==> src/rtl/hltp_pkg.sv <==
// ----------------------------------------------------------------------------
// hltp_pkg
// Shared types and constants for the linear-probing hash set.
// ----------------------------------------------------------------------------
package hltp_pkg;

    localparam int KEY_W    = 31;
    localparam int MULT_W   = 32;
    localparam int STATUS_W = 3;
    localparam int SLOT_W   = KEY_W + 1;

    localparam logic [MULT_W-1:0] MULT_RESET = 32'd2654435769;

    localparam logic [STATUS_W-1:0] ST_INSERTED  = 3'd0;
    localparam logic [STATUS_W-1:0] ST_DUPLICATE = 3'd1;
    localparam logic [STATUS_W-1:0] ST_FULL      = 3'd2;
    localparam logic [STATUS_W-1:0] ST_PRESENT   = 3'd3;
    localparam logic [STATUS_W-1:0] ST_ABSENT    = 3'd4;

    typedef enum logic [2:0] {
        S_CLR,
        S_IDLE,
        S_MUL,
        S_HOME,
        S_RD,
        S_CHK
    } state_t;

    typedef struct packed {
        logic                load;
        logic                mul;
        logic                home;
        logic                probe_next;
        logic                write_slot;
        logic                clr_write;
        logic                report;
        logic [STATUS_W-1:0] code;
    } cmd_t;

    typedef struct packed {
        logic slot_valid;
        logic slot_match;
        logic cnt_last;
        logic is_search;
    } sts_t;

endpackage

==> src/rtl/hltp_ctrl.sv <==
// ----------------------------------------------------------------------------
// hltp_ctrl
// Sequencer: table clear after reset, hash, then one probe per cycle.
// ----------------------------------------------------------------------------
module hltp_ctrl (
    input  logic            clk,
    input  logic            rst_n,
    input  logic            start,
    input  hltp_pkg::sts_t  sts,
    output hltp_pkg::cmd_t  cmd,
    output logic            busy
);

    import hltp_pkg::*;

    state_t state_reg;
    state_t state_next;

    always_ff @(posedge clk or negedge rst_n)
    begin
        if (!rst_n)
        begin
            state_reg <= S_CLR;
        end
        else
        begin
            state_reg <= state_next;
        end
    end

    always_comb
    begin
        state_next = state_reg;
        unique case (state_reg)
            S_CLR:
            begin
                if (sts.cnt_last)
                begin
                    state_next = S_IDLE;
                end
            end
            S_IDLE:
            begin
                if (start)
                begin
                    state_next = S_MUL;
                end
            end
            S_MUL:  state_next = S_HOME;
            S_HOME: state_next = S_RD;
            S_RD:   state_next = S_CHK;
            S_CHK:
            begin
                if (!sts.slot_valid || sts.slot_match || sts.cnt_last)
                begin
                    state_next = S_IDLE;
                end
            end
            default: state_next = S_CLR;
        endcase
    end

    always_comb
    begin
        cmd  = '0;
        busy = 1'b1;
        unique case (state_reg)
            S_CLR:  cmd.clr_write = 1'b1;
            S_IDLE:
            begin
                busy     = 1'b0;
                cmd.load = start;
            end
            S_MUL:  cmd.mul  = 1'b1;
            S_HOME: cmd.home = 1'b1;
            S_RD:   ;
            S_CHK:
            begin
                if (!sts.slot_valid)
                begin
                    cmd.report = 1'b1;
                    if (sts.is_search)
                    begin
                        cmd.code = ST_ABSENT;
                    end
                    else
                    begin
                        cmd.code       = ST_INSERTED;
                        cmd.write_slot = 1'b1;
                    end
                end
                else if (sts.slot_match)
                begin
                    cmd.report = 1'b1;
                    cmd.code   = sts.is_search ? ST_PRESENT : ST_DUPLICATE;
                end
                else if (sts.cnt_last)
                begin
                    cmd.report = 1'b1;
                    cmd.code   = sts.is_search ? ST_ABSENT : ST_FULL;
                end
                else
                begin
                    cmd.probe_next = 1'b1;
                end
            end
            default: ;
        endcase
    end

endmodule

==> config.mk <==
export PLATFORM = sky130hd
export DESIGN_NAME = hltp_ctrl
export DESIGN_NICKNAME = d
export VERILOG_FILES = /design/src/rtl/hltp_pkg.sv /design/src/rtl/hltp_ctrl.sv
export SDC_FILE = /design/constraint.sdc
export NUM_CORES = 1
export LEC_CHECK = 0
export ABC_CLOCK_PERIOD_IN_PS = 2300
export BUFFER_PORTS_ARGS = -buffer_cell sky130_fd_sc_hd__buf_2
export CELL_PAD_IN_SITES_DETAIL_PLACEMENT = 0
export CELL_PAD_IN_SITES_GLOBAL_PLACEMENT = 1
export CORE_AREA = 2 2 39 41
export CTS_CLUSTER_SIZE = 8
export DETAILED_ROUTE_END_ITERATION = 12
export DIE_AREA = 0 0 41 43
export MAX_ROUTING_LAYER = met4
export PLACE_DENSITY = 0.63
export SYNTH_ARGS = -nofsm -noshare
export SYNTH_HDL_FRONTEND = slang
export SYNTH_SLANG_ARGS = --single-unit
==> constraint.sdc <==
create_clock -name clk -period 2.3 [get_ports clk]
set_input_delay 0.345 -clock clk [delete_from_list [all_inputs] [get_ports clk]]
set_output_delay 0.345 -clock clk [all_outputs]
set_load 0.005 [all_outputs]
# After elaboration in Yosys (flattened, before gate mapping)
# Index checks and enable logic that the tools add are counted.
[totals]
ff_bits = 3
in_bits = 7
output_inout_bits = 11
word_cells = 36
[op_classes]
eq_ne = 8
n_mux = 22
reduce_logical = 5
[op_table]
columns = ["op", "count"]
rows = [
  ["$pmux W3 S6", 1],
  ["$mux W4", 4],
  ["$mux W3", 5],
  ["$mux W1", 10],
  ["$eq A3 B2 Y1 const B", 2],
  ["$eq A3 B3 Y1 const B", 2],
  ["$ne A2 B2 Y1 const B", 3],
  ["$mux W2", 2],
  ["$eq A3 B1 Y1 const B", 1],
  ["$logic_not A3 Y1", 1],
  ["$reduce_and A3 Y1", 1],
  ["$logic_or A1 B1 Y1", 2],
  ["$logic_not A1 Y1", 1],
]

# Depth between registers and ports, before layout
[logic_depth]
word_depth = 5
mapped_depth = 3
mapped_depth_nobuf = 2

# Worst setup path before layout
# Ideal clock, no wire load.
[synth_path]
path_type = "input port to output port"
from = "in sts[0] (netlist bit)"
to = "out cmd[1] (netlist bit)"
arrival_time_ps = 953
t_required_ps = 1955
slack_ps = 1002
path_stages = 2
n_path_buf = 0
path_cell_list = "or3b_1 -> a211oi_2"
[synth_rtl]
columns = ["element", "line", "rtl"]
rows = [
  ["start, declared", "hltp_ctrl.sv:9", "input hltp_pkg::sts_t sts,"],
  ["end, declared", "hltp_ctrl.sv:10", "output hltp_pkg::cmd_t cmd,"],
]

==> out/qor.yml <==
synthesis:
  ys.warnings.count: 0
  syn_inst: 36
  syn_area_um2: 287
  synth_nets: 43
  synthMuxAreaShare_pct: 0
  synthSimpleGateAreaFrac_pct: 48.9
  synthFlopType: "dfrtp_1"
  ys_seq_elements: 3
  synthArstFlopShare_pct: 100
  synth_top_family_by_area: "simple AND/OR/NAND/NOR gates"
  synth.avg_cell_area_um2: 7.96
  yosys.area_share.adder_pct: 0
  ys_seq_area_share_pct: 26.2
  ys_types: 22
  synth-edff-count: 0
  synth_xor_area_share_pct: 0
  synth_compound_area_share_pct: 15.3
setup_path:
  crit_path_max_fanout: 11
  cp_cell_sequence: "nand3b_2, a211oi_1, buf_2"
  end_kind: "output port"
  critPathKind: "reg -> out"
  crit_buf_inv: 1
  cp.required_ns: 1.96
  cp-start-kind: "register"
  critical-path-slowest-cell: "dfrtp_1"
  cpPeakStageDelay_ns: 0.46
  cp_top_family: "flip-flops"
  cp.arrival_ns: 1.40
timing:
  postLayoutSetupSlackWorst_ns: 0.554
  rsz0062_at_grt: "false"
  layout_min_cycle_time_ns: 1.75
  min_period_over_period_pct: 75.9
  fmax_mhz: 573
  tightest_slew_ns: 0.280
  relSlewSlack_pct: 81.3
  final.setup_skew_ns: 0.00672
  finalHoldViolCount: 0
  setup_viol: 0
  final_max_slew_viol_count: 0
  tns_ns: 0
route:
  dr.pass1.iters: 2
  drtIter0Drc: 2
  postRouteAntennaNets: 0
  post_drt_wl_per_cell_um: 9.92
  viasPerCell: 4.32
  via_count: 311
  drc: 0
  wl_um: 714
floorplan:
  initial_utilization_pct: 20.7
  fp.coreArea_um2: 1380
  io_pins: 18
  die_height_um: 43
  fp.dieArea_um2: 1760
  rows: 14
  die_w_um: 41
place:
  place_ws_ns: 0.762
  dp_hpwl_um: 506
  post_dp_cell_area_um2: 383
  port_buffers: 17
  gp_congestion: 0.647
  placed_cells: 67
clock_network:
  numCtsBuffers: 3
  cts.root.buffer_cell: "clkbuf_4"
  h-tree-depth: 1
  postCtsSetupRepairBufs: 0
  cts_tree: "built"
  clk_pin_slew_worst_paths_ns: 0.03
  cts_buffer_depth: 2
  cts_sinks: 3
  clock_latency_ns: 0.24
layout:
  layout_common_cells: "17 x buf_2, 5 x inv_1"
  layout-drive-gt1-share_pct: 42.9
  n_antenna_cell: 0
  final_common_cell: "buf_2"
  largest_register_ffs: 3
  final_cells: 72
  nets: 64
  syn_to_final_growth_pct: 46.3
  final_cell_area_um2: 419
grt:
  grt_overflow: 0
  grtUsageTotal_pct: 9.90
  grt_pass1_wl_mm: 1.05
  grt_start_max_net_pins: 12
  grt_pass1_vias: 263
  antenna_found_initial: 0
pwr:
  power_density_nw_per_um2: 1080
  switching_share_pct: 41.1
  ir_drop_uv: 351
  p_total_w: 0.000452
  p_leak_nw: 0.222
  comb_power_share_pct: 47.2
  p_seq_share_pct: 31.7
  power_frac_clock_pct: 21.1
  internal_power_w: 0.000266
  power_switching_w: 0.000186
hold_path:
  min_path_type: "in -> reg"
run_status:
  status: "complete, no violations"
run:
  cap_violations: 0
## cells in the mapped netlist (2+ instances only)
cell type	number	share of area [%]
inv_1	5	6.6
dfrtp_1	3	26
nand3b_1	3	7.9
nor2_1	3	3.9
or3b_1	3	9.2
nand2b_1	2	4.4
nor3_1	2	3.5
## path summary, 6_finish.rpt
| kind | to | startpoint | slack (ns) | depth (start not counted) |
|---|---|---|---|---|
| max | cmd[2] | state_reg[1] | 0.55 | 3 |
| min | state_reg[1] | start | 0.39 | 3 |
| max reg2reg | state_reg[2] | state_reg[0] | 1.26 | 2 |
| min reg2reg | state_reg[1] | state_reg[2] | 0.59 | 1 |
| max in group asynchronous | state_reg[2] | rst_n | 1.76 | 2 |
| min in group asynchronous | state_reg[0] | rst_n | 0.43 | 2 |
## per-stage QoR
stage | hold WS, ns | utilization [%]
2_1_floorplan | 0.0494 | -
3_3_place_gp | 0.142 | 27.7
3_5_place_dp | 0.144 | 27.7
4_1_cts | 0.385 | 30.3
5_1_grt | 0.397 | 30.3
6_report | 0.391 | 30.3
## worst reg2reg max path: stages, from the launching register on
cell      delay, ns
dfrtp_1        0.46
or3b_1         0.41
o211ai_2       0.08
## metal layers
| metal | vias to the layer above | GRT usage (%) | wire [um] |
|---|---|---|---|
| met5 | - | - | 0 |
| met4 | 0 | 10.0 | 0 |
| met3 | 0 | 4.71 | 62 |
| met2 | 13 | 12.5 | 319 |
| met1 | 132 | 10.4 | 332 |
| li1 | 166 | - | - |
## logic make-up after synthesis
kind of cell           Yosys count
AND/OR/NAND/NOR                 21
buffers and inverters            7
AO/OA/AOI/OAI                    5
flip-flops                       3
## power by group through the flow
stage / clock, W / combinational [W] / sequential, W
after floorplan: 0 / 0.000181 / 0.0000992
after detailed placement: 0 / 0.000216 / 0.000144
final: 0.0000954 / 0.000213 / 0.000143
after global placement: 0 / 0.000216 / 0.000147
after CTS: 0.0000991 / 0.000218 / 0.000144
after global routing: 0.000108 / 0.000240 / 0.000155
## final cells by class
class	count	area, um^2
Sequential cell	3	75.1
Timing Repair Buffer	18	95.1
Tap cell	16	20.0
Inverter	5	18.8
Multi-Input combinational cell	26	184
Fill cell	158	965
Clock buffer	4	26.3
## timing repair
item                      in CTS  in global routing
gates resized for setup        0                  0
hold endpoints to repair       3                  0
hold buffers                   1                  0
No activity file was read; power rests on OpenSTA's default activity.
